[config.mk]
export PLATFORM = sky130hd
export DESIGN_NAME = stereo_downmix_fir_decimator_unit
export DESIGN_NICKNAME = d
export VERILOG_FILES = /design/src/rtl/core/sdfd_pkg.sv /design/src/rtl/core/sdfd_hist_mem.sv /design/src/rtl/core/sdfd_mac.sv /design/src/rtl/core/stereo_downmix_fir_decimator_unit.sv
export SDC_FILE = /design/constraint.sdc
export NUM_CORES = 1
export LEC_CHECK = 0
export ABC_AREA = 1
export BUFFER_PORTS_ARGS = -buffer_cell sky130_fd_sc_hd__buf_2
export CORE_UTILIZATION = 55
export DETAILED_ROUTE_END_ITERATION = 7
export PLACE_DENSITY = 0.8
export SYNTH_ARGS = -nofsm -noshare
export SYNTH_HDL_FRONTEND = slang
export SYNTH_HIERARCHICAL = 1
export SYNTH_SLANG_ARGS = --single-unit
[constraint.sdc]
create_clock -name clk -period 10.6 [get_ports clk]
set_input_delay 1.59 -clock clk [delete_from_list [all_inputs] [get_ports clk]]
set_output_delay 1.59 -clock clk [all_outputs]
set_load 0.03 [all_outputs]
[src/rtl/core/sdfd_pkg.sv]
// shared types, constants and coefficient table for the downmix decimator
package sdfd_pkg;

	localparam int TAP_COUNT_DEF = 15;
	localparam int SAMPLE_W      = 16;
	localparam int COEF_W        = 16;
	localparam int PROD_W        = SAMPLE_W + COEF_W;
	localparam int ACC_W         = 32;
	localparam int FRAC_BITS     = 15;
	localparam int RATE_W        = 16;
	localparam int PHASE_W       = 17;
	localparam int COEF_IDX_W    = 4;

	localparam logic [PHASE_W-1:0] PHASE_WRAP = PHASE_W'(48000);
	localparam logic [RATE_W-1:0]  RATE_RESET = RATE_W'(16000);

	localparam logic signed [SAMPLE_W-1:0] SAT_MAX = 16'sd32767;
	localparam logic signed [SAMPLE_W-1:0] SAT_MIN = -16'sd32768;

	typedef struct packed {
		logic valid;
		logic first;
		logic last;
	} mac_ctl_t;

	typedef struct packed {
		logic                       valid;
		logic signed [SAMPLE_W-1:0] sample;
	} mac_res_t;

	function automatic logic signed [COEF_W-1:0] tap_coef(input logic [COEF_IDX_W-1:0] idx);
		logic signed [COEF_W-1:0] c;
		unique case (idx)
			4'd0, 4'd14: c = 16'sd110;
			4'd1, 4'd13: c = 16'sd154;
			4'd2, 4'd12: c = -16'sd201;
			4'd3, 4'd11: c = -16'sd1136;
			4'd4, 4'd10: c = -16'sd851;
			4'd5, 4'd9:  c = 16'sd3035;
			4'd6, 4'd8:  c = 16'sd9157;
			4'd7:        c = 16'sd12232;
			default:     c = '0;
		endcase
		return c;
	endfunction

endpackage

[src/rtl/core/sdfd_hist_mem.sv]
// sample history memory, one write and one registered read port, cleared entries read as zero
module sdfd_hist_mem
	import sdfd_pkg::*;
#(
	parameter int DEPTH = TAP_COUNT_DEF,
	localparam int AW   = $clog2(DEPTH)
) (
	input  logic                       clk,
	input  logic                       arst_n,
	input  logic                       wr_en,
	input  logic [AW-1:0]              wr_addr,
	input  logic signed [SAMPLE_W-1:0] wr_data,
	input  logic                       rd_en,
	input  logic [AW-1:0]              rd_addr,
	output logic signed [SAMPLE_W-1:0] rd_data
);

	logic signed [SAMPLE_W-1:0] mem [DEPTH];
	logic [DEPTH-1:0]           valid_q;
	logic signed [SAMPLE_W-1:0] rd_data_q;
	logic                       rd_valid_q;

	always_ff @(posedge clk) begin
		if (wr_en) begin
			mem[wr_addr] <= wr_data;
		end
		if (rd_en) begin
			rd_data_q <= mem[rd_addr];
		end
	end

	always_ff @(posedge clk or negedge arst_n) begin
		if (!arst_n) begin
			valid_q    <= '0;
			rd_valid_q <= 1'b0;
		end else begin
			if (wr_en) begin
				valid_q[wr_addr] <= 1'b1;
			end
			if (rd_en) begin
				rd_valid_q <= valid_q[rd_addr];
			end
		end
	end

	assign rd_data = rd_valid_q ? rd_data_q : '0;

endmodule

[src/rtl/core/sdfd_mac.sv]
// shared multiply-accumulate unit with final shift and saturation
module sdfd_mac
	import sdfd_pkg::*;
(
	input  logic                       clk,
	input  logic                       arst_n,
	input  mac_ctl_t                   ctl_s1,
	input  logic signed [SAMPLE_W-1:0] sample_s1,
	input  logic signed [COEF_W-1:0]   coef_s1,
	output mac_res_t                   res
);

	mac_ctl_t                   ctl_s2;
	logic signed [PROD_W-1:0]   prod_s2;
	logic signed [ACC_W-1:0]    acc_q;
	logic                       done_q;
	logic signed [ACC_W-FRAC_BITS-1:0] shifted;

	always_ff @(posedge clk) begin
		prod_s2 <= sample_s1 * coef_s1;
		if (ctl_s2.valid) begin
			if (ctl_s2.first) begin
				acc_q <= ACC_W'(prod_s2);
			end else begin
				acc_q <= acc_q + ACC_W'(prod_s2);
			end
		end
	end

	always_ff @(posedge clk or negedge arst_n) begin
		if (!arst_n) begin
			ctl_s2 <= '0;
			done_q <= 1'b0;
		end else begin
			ctl_s2 <= ctl_s1;
			done_q <= ctl_s2.valid && ctl_s2.last;
		end
	end

	assign shifted = acc_q[ACC_W-1:FRAC_BITS];

	always_comb begin
		res.valid = done_q;
		priority if (shifted > (ACC_W-FRAC_BITS)'(SAT_MAX)) begin
			res.sample = SAT_MAX;
		end else if (shifted < (ACC_W-FRAC_BITS)'(SAT_MIN)) begin
			res.sample = SAT_MIN;
		end else begin
			res.sample = shifted[SAMPLE_W-1:0];
		end
	end

endmodule

[src/rtl/core/stereo_downmix_fir_decimator_unit.sv]
// top level: downmix, history write, rate phase and filter sequencer
//
// Each stereo frame is downmixed to mono and written into a 15-entry history
// memory in the cycle it is accepted. A frame that yields no output sample
// leaves the input open. A frame that yields one keeps the input closed
// while the sequencer walks the history memory one read per cycle through
// a single shared multiplier and accumulator, and a further wait is added if
// the previous output sample is still held in the output register. Output
// samples leave from a register, so the next frame can be taken while one
// waits. The history reads as zero after reset without any clearing pass.
module stereo_downmix_fir_decimator_unit
	import sdfd_pkg::*;
#(
	parameter int TAP_COUNT = TAP_COUNT_DEF
) (
	input  logic              clk,
	input  logic              arst_n,
	input  logic              cfg_wr_en,
	input  logic [RATE_W-1:0] cfg_wr_data,   // output_rate
	input  logic              s_axis_tvalid,
	output logic              s_axis_tready,
	input  logic [63:0]       s_axis_tdata,  // left_slot, right_slot
	input  logic              s_axis_tlast,  // last_frame
	output logic              m_axis_tvalid,
	input  logic              m_axis_tready,
	output logic [15:0]       m_axis_tdata,  // out_sample
	output logic              m_axis_tlast   // ends_block
);

	localparam int AW = $clog2(TAP_COUNT);
	localparam logic [AW-1:0] LAST_IDX = AW'(TAP_COUNT - 1);

	typedef enum logic [1:0] {
		ST_IDLE,
		ST_WAIT_OUT,
		ST_RUN,
		ST_FLUSH
	} state_t;

	state_t               state_q;
	logic [RATE_W-1:0]    rate_q;
	logic [PHASE_W-1:0]   phase_q;
	logic [AW-1:0]        wp_q;
	logic [AW-1:0]        cur_q;
	logic [AW-1:0]        tap_q;
	logic                 last_q;

	logic                 in_acc;
	logic [PHASE_W-1:0]   phase_sum;
	logic                 emit;
	logic [SAMPLE_W:0]    mix_sum;
	logic [SAMPLE_W:0]    mix_adj;
	logic signed [SAMPLE_W-1:0] mono;
	logic                 out_free;

	mac_ctl_t                   ctl_s0;
	mac_ctl_t                   ctl_s1;
	logic signed [COEF_W-1:0]   coef_s1;
	logic signed [SAMPLE_W-1:0] rd_data;
	mac_res_t                   mac_res;

	assign s_axis_tready = (state_q == ST_IDLE);
	assign in_acc        = s_axis_tvalid && s_axis_tready;
	assign out_free      = !m_axis_tvalid || m_axis_tready;

	// truncating average of the two upper halves
	assign mix_sum = {s_axis_tdata[31], s_axis_tdata[31:16]}
	               + {s_axis_tdata[63], s_axis_tdata[63:48]};
	assign mix_adj = mix_sum + {{SAMPLE_W{1'b0}}, mix_sum[SAMPLE_W]};
	assign mono    = mix_adj[SAMPLE_W:1];

	assign phase_sum = phase_q + {{(PHASE_W-RATE_W){1'b0}}, rate_q};
	assign emit      = (phase_sum >= PHASE_WRAP);

	always_ff @(posedge clk or negedge arst_n) begin
		if (!arst_n) begin
			rate_q <= RATE_RESET;
		end else if (cfg_wr_en) begin
			rate_q <= cfg_wr_data;
		end
	end

	always_ff @(posedge clk or negedge arst_n) begin
		if (!arst_n) begin
			state_q       <= ST_IDLE;
			phase_q       <= '0;
			wp_q          <= '0;
			cur_q         <= '0;
			tap_q         <= '0;
			last_q        <= 1'b0;
			m_axis_tvalid <= 1'b0;
			m_axis_tdata  <= '0;
			m_axis_tlast  <= 1'b0;
		end else begin
			if (m_axis_tvalid && m_axis_tready) begin
				m_axis_tvalid <= 1'b0;
			end
			unique case (state_q)
				ST_IDLE: begin
					if (in_acc) begin
						wp_q   <= (wp_q == LAST_IDX) ? '0 : wp_q + 1'b1;
						cur_q  <= wp_q;
						tap_q  <= '0;
						last_q <= s_axis_tlast;
						if (emit) begin
							phase_q <= phase_sum - PHASE_WRAP;
							state_q <= out_free ? ST_RUN : ST_WAIT_OUT;
						end else begin
							phase_q <= phase_sum;
						end
					end
				end
				ST_WAIT_OUT: begin
					if (out_free) begin
						state_q <= ST_RUN;
					end
				end
				ST_RUN: begin
					cur_q <= (cur_q == '0) ? LAST_IDX : cur_q - 1'b1;
					tap_q <= tap_q + 1'b1;
					if (tap_q == LAST_IDX) begin
						state_q <= ST_FLUSH;
					end
				end
				ST_FLUSH: begin
					if (mac_res.valid) begin
						m_axis_tvalid <= 1'b1;
						m_axis_tdata  <= mac_res.sample;
						m_axis_tlast  <= last_q;
						state_q       <= ST_IDLE;
					end
				end
				default: begin
					state_q <= ST_IDLE;
				end
			endcase
		end
	end

	always_comb begin
		ctl_s0.valid = (state_q == ST_RUN);
		ctl_s0.first = (tap_q == '0);
		ctl_s0.last  = (tap_q == LAST_IDX);
	end

	always_ff @(posedge clk or negedge arst_n) begin
		if (!arst_n) begin
			ctl_s1 <= '0;
		end else begin
			ctl_s1 <= ctl_s0;
		end
	end

	always_ff @(posedge clk) begin
		coef_s1 <= tap_coef(COEF_IDX_W'(tap_q));
	end

	sdfd_hist_mem #(
		.DEPTH(TAP_COUNT)
	) u_hist (
		.clk    (clk),
		.arst_n (arst_n),
		.wr_en  (in_acc),
		.wr_addr(wp_q),
		.wr_data(mono),
		.rd_en  (ctl_s0.valid),
		.rd_addr(cur_q),
		.rd_data(rd_data)
	);

	sdfd_mac u_mac (
		.clk      (clk),
		.arst_n   (arst_n),
		.ctl_s1   (ctl_s1),
		.sample_s1(rd_data),
		.coef_s1  (coef_s1),
		.res      (mac_res)
	);

endmodule

==> results of run 1 <==
## worst reg2reg max path: stages (launching register included)
cell	delay, ps
dfrtp_1	680
nand2_1	150
inv_1	440
nand2_1	200
inv_1	180
fa_1	520
fa_1	790
inv_1	120
fa_1	440
fa_1	550
inv_1	50
fa_1	470
inv_1	60
fa_1	540
inv_1	50
ha_1	380
nand2_1	120
nor2_1	180
nand2_1	100
nor3_1	160
nand2_1	100
inv_1	70
nor2_1	40
nand2_1	60
nand2_1	40
## final timing paths
check	startpoint	endpoint	slack (ps)	cells past startpoint
hold reg to reg	ctl_s1[2]	u_mac/ctl_s2[2]	360	0
setup reg to reg	u_hist/rd_valid_q	u_mac/prod_s2[31]	4010	24
min in group asynchronous	arst_n	m_axis_tdata[3]	1030	1
hold / removal	ctl_s1[2]	u_mac/ctl_s2[2]	360	0
max in group asynchronous	arst_n	cur_q[0]	8490	2
setup / recovery	u_hist/rd_valid_q	u_mac/prod_s2[31]	4010	24
## layout make-up
class,count,area [um^2]
clock inverters,28,368
repair buffers,92,513
flip-flops and latches,422,11800
inverters,705,2650
fillers,4680,23100
well taps,765,957
multi-input cells,2492,17000
clock buffers,55,1170
## registers in the layout (all words and copies together) (netlist names), 13 cells and up
register          count
coef_s1              13
m_axis_tdata         16
phase_q              17
rate_q               16
u_hist/mem          240
u_hist/rd_data_q     16
u_hist/valid_q       15
u_mac/acc_q          32
u_mac/prod_s2        32
## metrics by stage
step                utilization (%)  setup slack, ps  instances  hold WS [ps]  area, um^2
floorplan                         -             4640       3753           331       32000
global placement               57.2             4190       4476           333       32900
detailed placement             57.2             4070       4476           349       32900
CTS                            59.9             4060       4559           362       34500
global route                   59.9             3550       4559           371       34500
finish                         59.9             4010       4559           361       34500
## routing by layer
metal	track usage, %	up-vias	routed length, um
met3	3.11	190	4590
met2	44.1	843	36300
met4	10.0	0	2310
met5	0	-	0
met1	30.1	11700	28900
li1	-	11800	-
## placed cells by master, fill, tap and decap left out, types with 15 or more instances in the layout
cell	instances
fa_1	265
o21ai_0	118
nor2_1	257
dfxtp_1	45
clkbuf_16	45
nand4_1	36
nor3_1	15
ha_1	160
or2_2	16
xnor2_1	20
a21oi_1	99
inv_2	30
nand2_1	1003
xor2_1	41
dfrtp_1	81
o21ai_1	70
nor2_2	35
edfxtp_1	288
o211ai_1	41
mux2_2	33
inv_1	669
nand3_1	186
buf_4	21
buf_2	71
## cell families after synthesis
kind of cell | Yosys count | share of synthesized area, %
adder cells (fa/ha/maj) | 425 | 22.8
AND/OR/NAND/NOR | 1595 | 20.7
flip-flops | 422 | 36.8
XOR/XNOR | 62 | 1.72
buffers and inverters | 839 | 10.2
multiplexers | 33 | 1.16
AO/OA/AOI/OAI | 377 | 6.67
## cell usage after synthesis, drive strengths merged, types with 2 or more instances
cell type  count
or2           26
a31oi          2
nand3b        10
clkbuf        95
buf           39
nand2       1011
a21o           5
xor2          42
inv          700
and2           4
nand3        192
ha           160
nor3          20
o21a           3
o221ai        11
edfxtp       288
xnor2         20
a22oi          2
mux2          33
fa           265
nor4           2
o22ai          6
o21ai        188
o21bai         7
o211ai        41
a21oi        101
nor2         293
dfxtp         45
a21boi         4
dfrtp         83
clkinv         5
nand4         36
dfstp          6
==> impl_metrics.env, run 1 <==
export IMPL_cts_setup_buffers=0
export IMPL_cts_root_buf="clkbuf_16"
export IMPL_port_buffers=72
export IMPL_crit_type="register to register"
export IMPL_grt_use_total_pct=24.7
export IMPL_numCtsBuffers=45
export IMPL_async_reset_ff_share_pct=21.1
export IMPL_cp_arrival_ps=7070
export IMPL_synth_cells=3753
export IMPL_final_period_utilization_pct=62.2
export IMPL_violations="DRC"
export IMPL_cp_max_fo=17
export IMPL_ys_seq_elements=422
export IMPL_tritoncts="done"
export IMPL_vias=24500
export IMPL_gp_congestion=0.982
export IMPL_rsz0062_at_grt="false"
export IMPL_grt_antenna_before_repair=0
export IMPL_synth_nets=4264
export IMPL_fmax_mhz=152
export IMPL_totalWireLength_um=72100
export IMPL_drv_cap=0
export IMPL_clock_path_buffers=3
export IMPL_final_max_slew_viol_count=0
export IMPL_diodes=0
export IMPL_post_synth_main_area_contributors="edfxtp_1, fa_1, nand2_1"
export IMPL_path_buf_inv=7
export IMPL_cts_hold_buf=0
export IMPL_dp_hpwl_um=52100
export IMPL_yosys_warnings=6
export IMPL_drive_gt1_share_pct=8.20
export IMPL_synth_top_area_share_pct=27.0
export IMPL_detail_route_antenna_nets=0
export IMPL_synth_edf_count=288
export IMPL_worstMarginPinSlew_ps=1230
export IMPL_syn_area_um2=32000
export IMPL_row_count=88
export IMPL_syn2layout_area_growth_pct=7.64
export IMPL_seq_area_frac_synth_pct=36.8
export IMPL_worstPathCellList="nand2_1 -> inv_1 -> nand2_1 -> inv_1 -> fa_1 -> fa_1 -> inv_1 -> fa_1 -> fa_1 -> inv_1 -> fa_1 -> inv_1 -> fa_1 -> inv_1 -> ha_1 -> nand2_1 -> nor2_1 -> nand2_1 -> nor3_1 -> nand2_1 -> inv_1 -> nor2_1 -> nand2_1 -> nand2_1"
export IMPL_syn_avg_cell_area_um2=8.53
export IMPL_critPathMaxStageDelay_ps=790
export IMPL_startpoint_type="register"
export IMPL_cpMaxStageDelayCell="fa_1"
export IMPL_die_area_um2=59200
export IMPL_maxSlewHeadroom_pct=17.2
export IMPL_period_needed_ps=6590
export IMPL_htreeDepth=2
export IMPL_synth_cell_types=61
export IMPL_routedWlPerCell_um=15.8
export IMPL_gr_total_overflow=0
export IMPL_initial_utilization_pct=55.6
export IMPL_synthFlopType="edfxtp_1"
export IMPL_grt_first_pass_wirelength_um=119000
export IMPL_clk_pin_slew_ps=60
export IMPL_hold_path_class="register to register"
export IMPL_core_um2=57600
export IMPL_grt_max_degree=102
export IMPL_finalHoldViolations=0
export IMPL_detail_route_iter0_violations=1713
export IMPL_drcViolationCount=1
export IMPL_clk_latency_ps=590
export IMPL_dieWidth_um=243
export IMPL_nets=4269
export IMPL_status="finished, violations left"
export IMPL_cp_top_family="adder cells"
export IMPL_vias_per_cell=5.37
export IMPL_cts_resized=0
export IMPL_pin_count=105
export IMPL_grt_pass1_vias=24900
export IMPL_end_kind="register"
export IMPL_fin_tns_setup_ps=0
export IMPL_drt_pass1_iterations=7
export IMPL_clock_sinks=422
export IMPL_required_ps=11080
export IMPL_setup_viol=0
export IMPL_die_h_um=243
export IMPL_synth_top_area_cell="edfxtp_1"
export IMPL_finalClockSkew_ps=17.6
Power of run 1 is left out: the tool's default activity adds up to more than one toggle a clock period on the data nets, which glitch-free logic cannot reach.
==> run 2: changes to the inputs <==
==> constraint.sdc (replaced) <==
create_clock -name clk -period 6.7 [get_ports clk]
set_input_delay 1.005 -clock clk [delete_from_list [all_inputs] [get_ports clk]]
set_output_delay 1.005 -clock clk [all_outputs]
set_load 0.03 [all_outputs]
==> run 2 against run 1 <==
Compared with the run above:
- the flow now finishes without violations
- sequential share of layout area increased by 0.075 points
- die area did not move
- critical path type unchanged
- via count fell by 0.15%
- register-to-register slack worse by 3400 ps
- clock skew up 12 ps
- worst setup slack got worse by 3400 ps
- non-clock buffer count is 14 higher
==> impl_metrics.env, run 2 (synthesis results as in run 1) <==
export IMPL_status="finished, final reports clean"
export IMPL_top_register="u_hist/mem"
export IMPL_port_buffers=72
export IMPL_rsz0062_at_grt="false"
export IMPL_finalHoldViolations=0
export IMPL_row_count=88
export IMPL_grt_antenna_before_repair=0
export IMPL_maxSlewHeadroom_pct=14.4
export IMPL_nets=4283
export IMPL_drive_gt1_share_pct=8.31
export IMPL_clk_pin_slew_ps=60
export IMPL_final_cell_mix="nand2_1, inv_1, edfxtp_1, fa_1, nor2_1"
export IMPL_reg_largest_list="u_hist/mem x240, u_mac/acc_q x32, u_mac/prod_s2 x32"
export IMPL_end_kind="register"
export IMPL_tritoncts="done"
export IMPL_period_needed_ps=6110
export IMPL_worstMarginPinSlew_ps=1280
export IMPL_reg2reg_from="u_hist/rd_valid_q"
export IMPL_initial_utilization_pct=55.6
export IMPL_crit_type="register to register"
export IMPL_numCtsBuffers=45
export IMPL_grt_pass1_vias=25100
export IMPL_cp_startpoint="u_hist/rd_valid_q"
export IMPL_vias=24400
export IMPL_finalClockSkew_ps=29.7
export IMPL_drt_pass1_iterations=6
export IMPL_cts_setup_buffers=0
export IMPL_diodes=0
export IMPL_top_layer_used="met4"
export IMPL_drcViolationCount=0
export IMPL_syn2layout_area_growth_pct=7.41
export IMPL_totalWireLength_um=74000
export IMPL_wirelength_met1_um=29400
export IMPL_cts_resized=0
export IMPL_final_period_utilization_pct=91.2
export IMPL_die_h_um=243
export IMPL_hold_path_class="register to register"
export IMPL_dieWidth_um=243
export IMPL_dp_hpwl_um=53900
export IMPL_startpoint_type="register"
export IMPL_detail_route_antenna_nets=0
export IMPL_final_max_slew_viol_count=0
export IMPL_route_met2_wl_um=37100
export IMPL_gp_congestion=0.937
export IMPL_detail_route_iter0_violations=1643
export IMPL_final_common_cell="nand2_1"
export IMPL_vias_per_cell=5.35
export IMPL_setup_viol=0
export IMPL_htreeDepth=2
export IMPL_cp_arrival_ps=6580
export IMPL_grt_max_degree=82
export IMPL_drv_cap=0
export IMPL_fin_tns_setup_ps=0
export IMPL_clk_latency_ps=600
export IMPL_die_area_um2=59200
export IMPL_cts_hold_buf=0
export IMPL_core_um2=57600
export IMPL_wl_met3_um=4460
export IMPL_gr_total_overflow=0
export IMPL_fmax_mhz=164
export IMPL_largest_reg_flops=240
export IMPL_pin_count=105
export IMPL_grt_first_pass_wirelength_um=122000
export IMPL_routedWlPerCell_um=16.2
export IMPL_clock_sinks=422
export IMPL_cp_max_fo=16
export IMPL_cts_root_buf="clkbuf_16"
export IMPL_holdCritStartpoint="ctl_s1[2]"
export IMPL_grt_use_total_pct=25.5
export IMPL_clock_path_buffers=3
export IMPL_required_ps=7180
## run 2: cell types whose count changed in the layout (fill, tap and decap cells not counted), sizes merged
cell,delta
buf,+14
bufinv,-6
clkbuf,+4
clkinv,-1
inv,-3
## run 2: final cells by class
cell class,instances,area [um^2]
Inverter,705,2650
Timing Repair Buffer,106,618
Multi-Input combinational cell,2492,17000
Sequential cell,422,11800
Clock buffer,59,1200
Fill cell,4755,23200
Clock inverter,18,161
Tap cell,765,957
## run 2: metrics by stage
stage	instances	setup WS [ps]	hold WS (ps)	utilization (%)	instance area, um^2
final	4567	592	346	59.7	34400
after global routing	4567	154	360	59.7	34400
after CTS	4567	605	349	59.7	34400
after detailed placement	4490	608	336	57.4	33000
after global placement	4490	706	333	57.4	33000
after floorplan	3753	743	331	-	32000
## run 2: worst max-delay path, cell delays in order (launching register included)
cell and delay [ps]:
dfrtp_1 370, buf_4 220, nand2_1 70, inv_1 480
nand2_1 170, fa_1 560, inv_1 50, fa_1 490
inv_1 60, fa_1 550, inv_1 60, fa_1 400
fa_1 510, inv_1 50, fa_1 470, inv_1 40
ha_1 350, nand2_1 90, nand2_1 60, a21oi_1 280
a21boi_0 210, nand2_1 160, nand2_1 120, nand2_1 50
nand2_1 60, nand2_1 50
## run 2: final timing paths
check,to,slack [ps],depth (start not counted)
worst max-delay path,u_mac/prod_s2[26],590,25
worst min-delay path,u_mac/ctl_s2[2],350,0
worst max register to register,u_mac/prod_s2[26],590,25
worst min register to register,u_mac/ctl_s2[2],350,0
max in group asynchronous,rate_q[9],5240,2
min in group asynchronous,m_axis_tdata[4],460,1
## run 2: metal layers
metal  up-vias  track usage [%]
met5         -                0
li1      11800                -
met1     11600             30.7
met2       839             45.8
met3       184             3.03
met4         0             11.0
Power of run 2 is left out for the same reason.
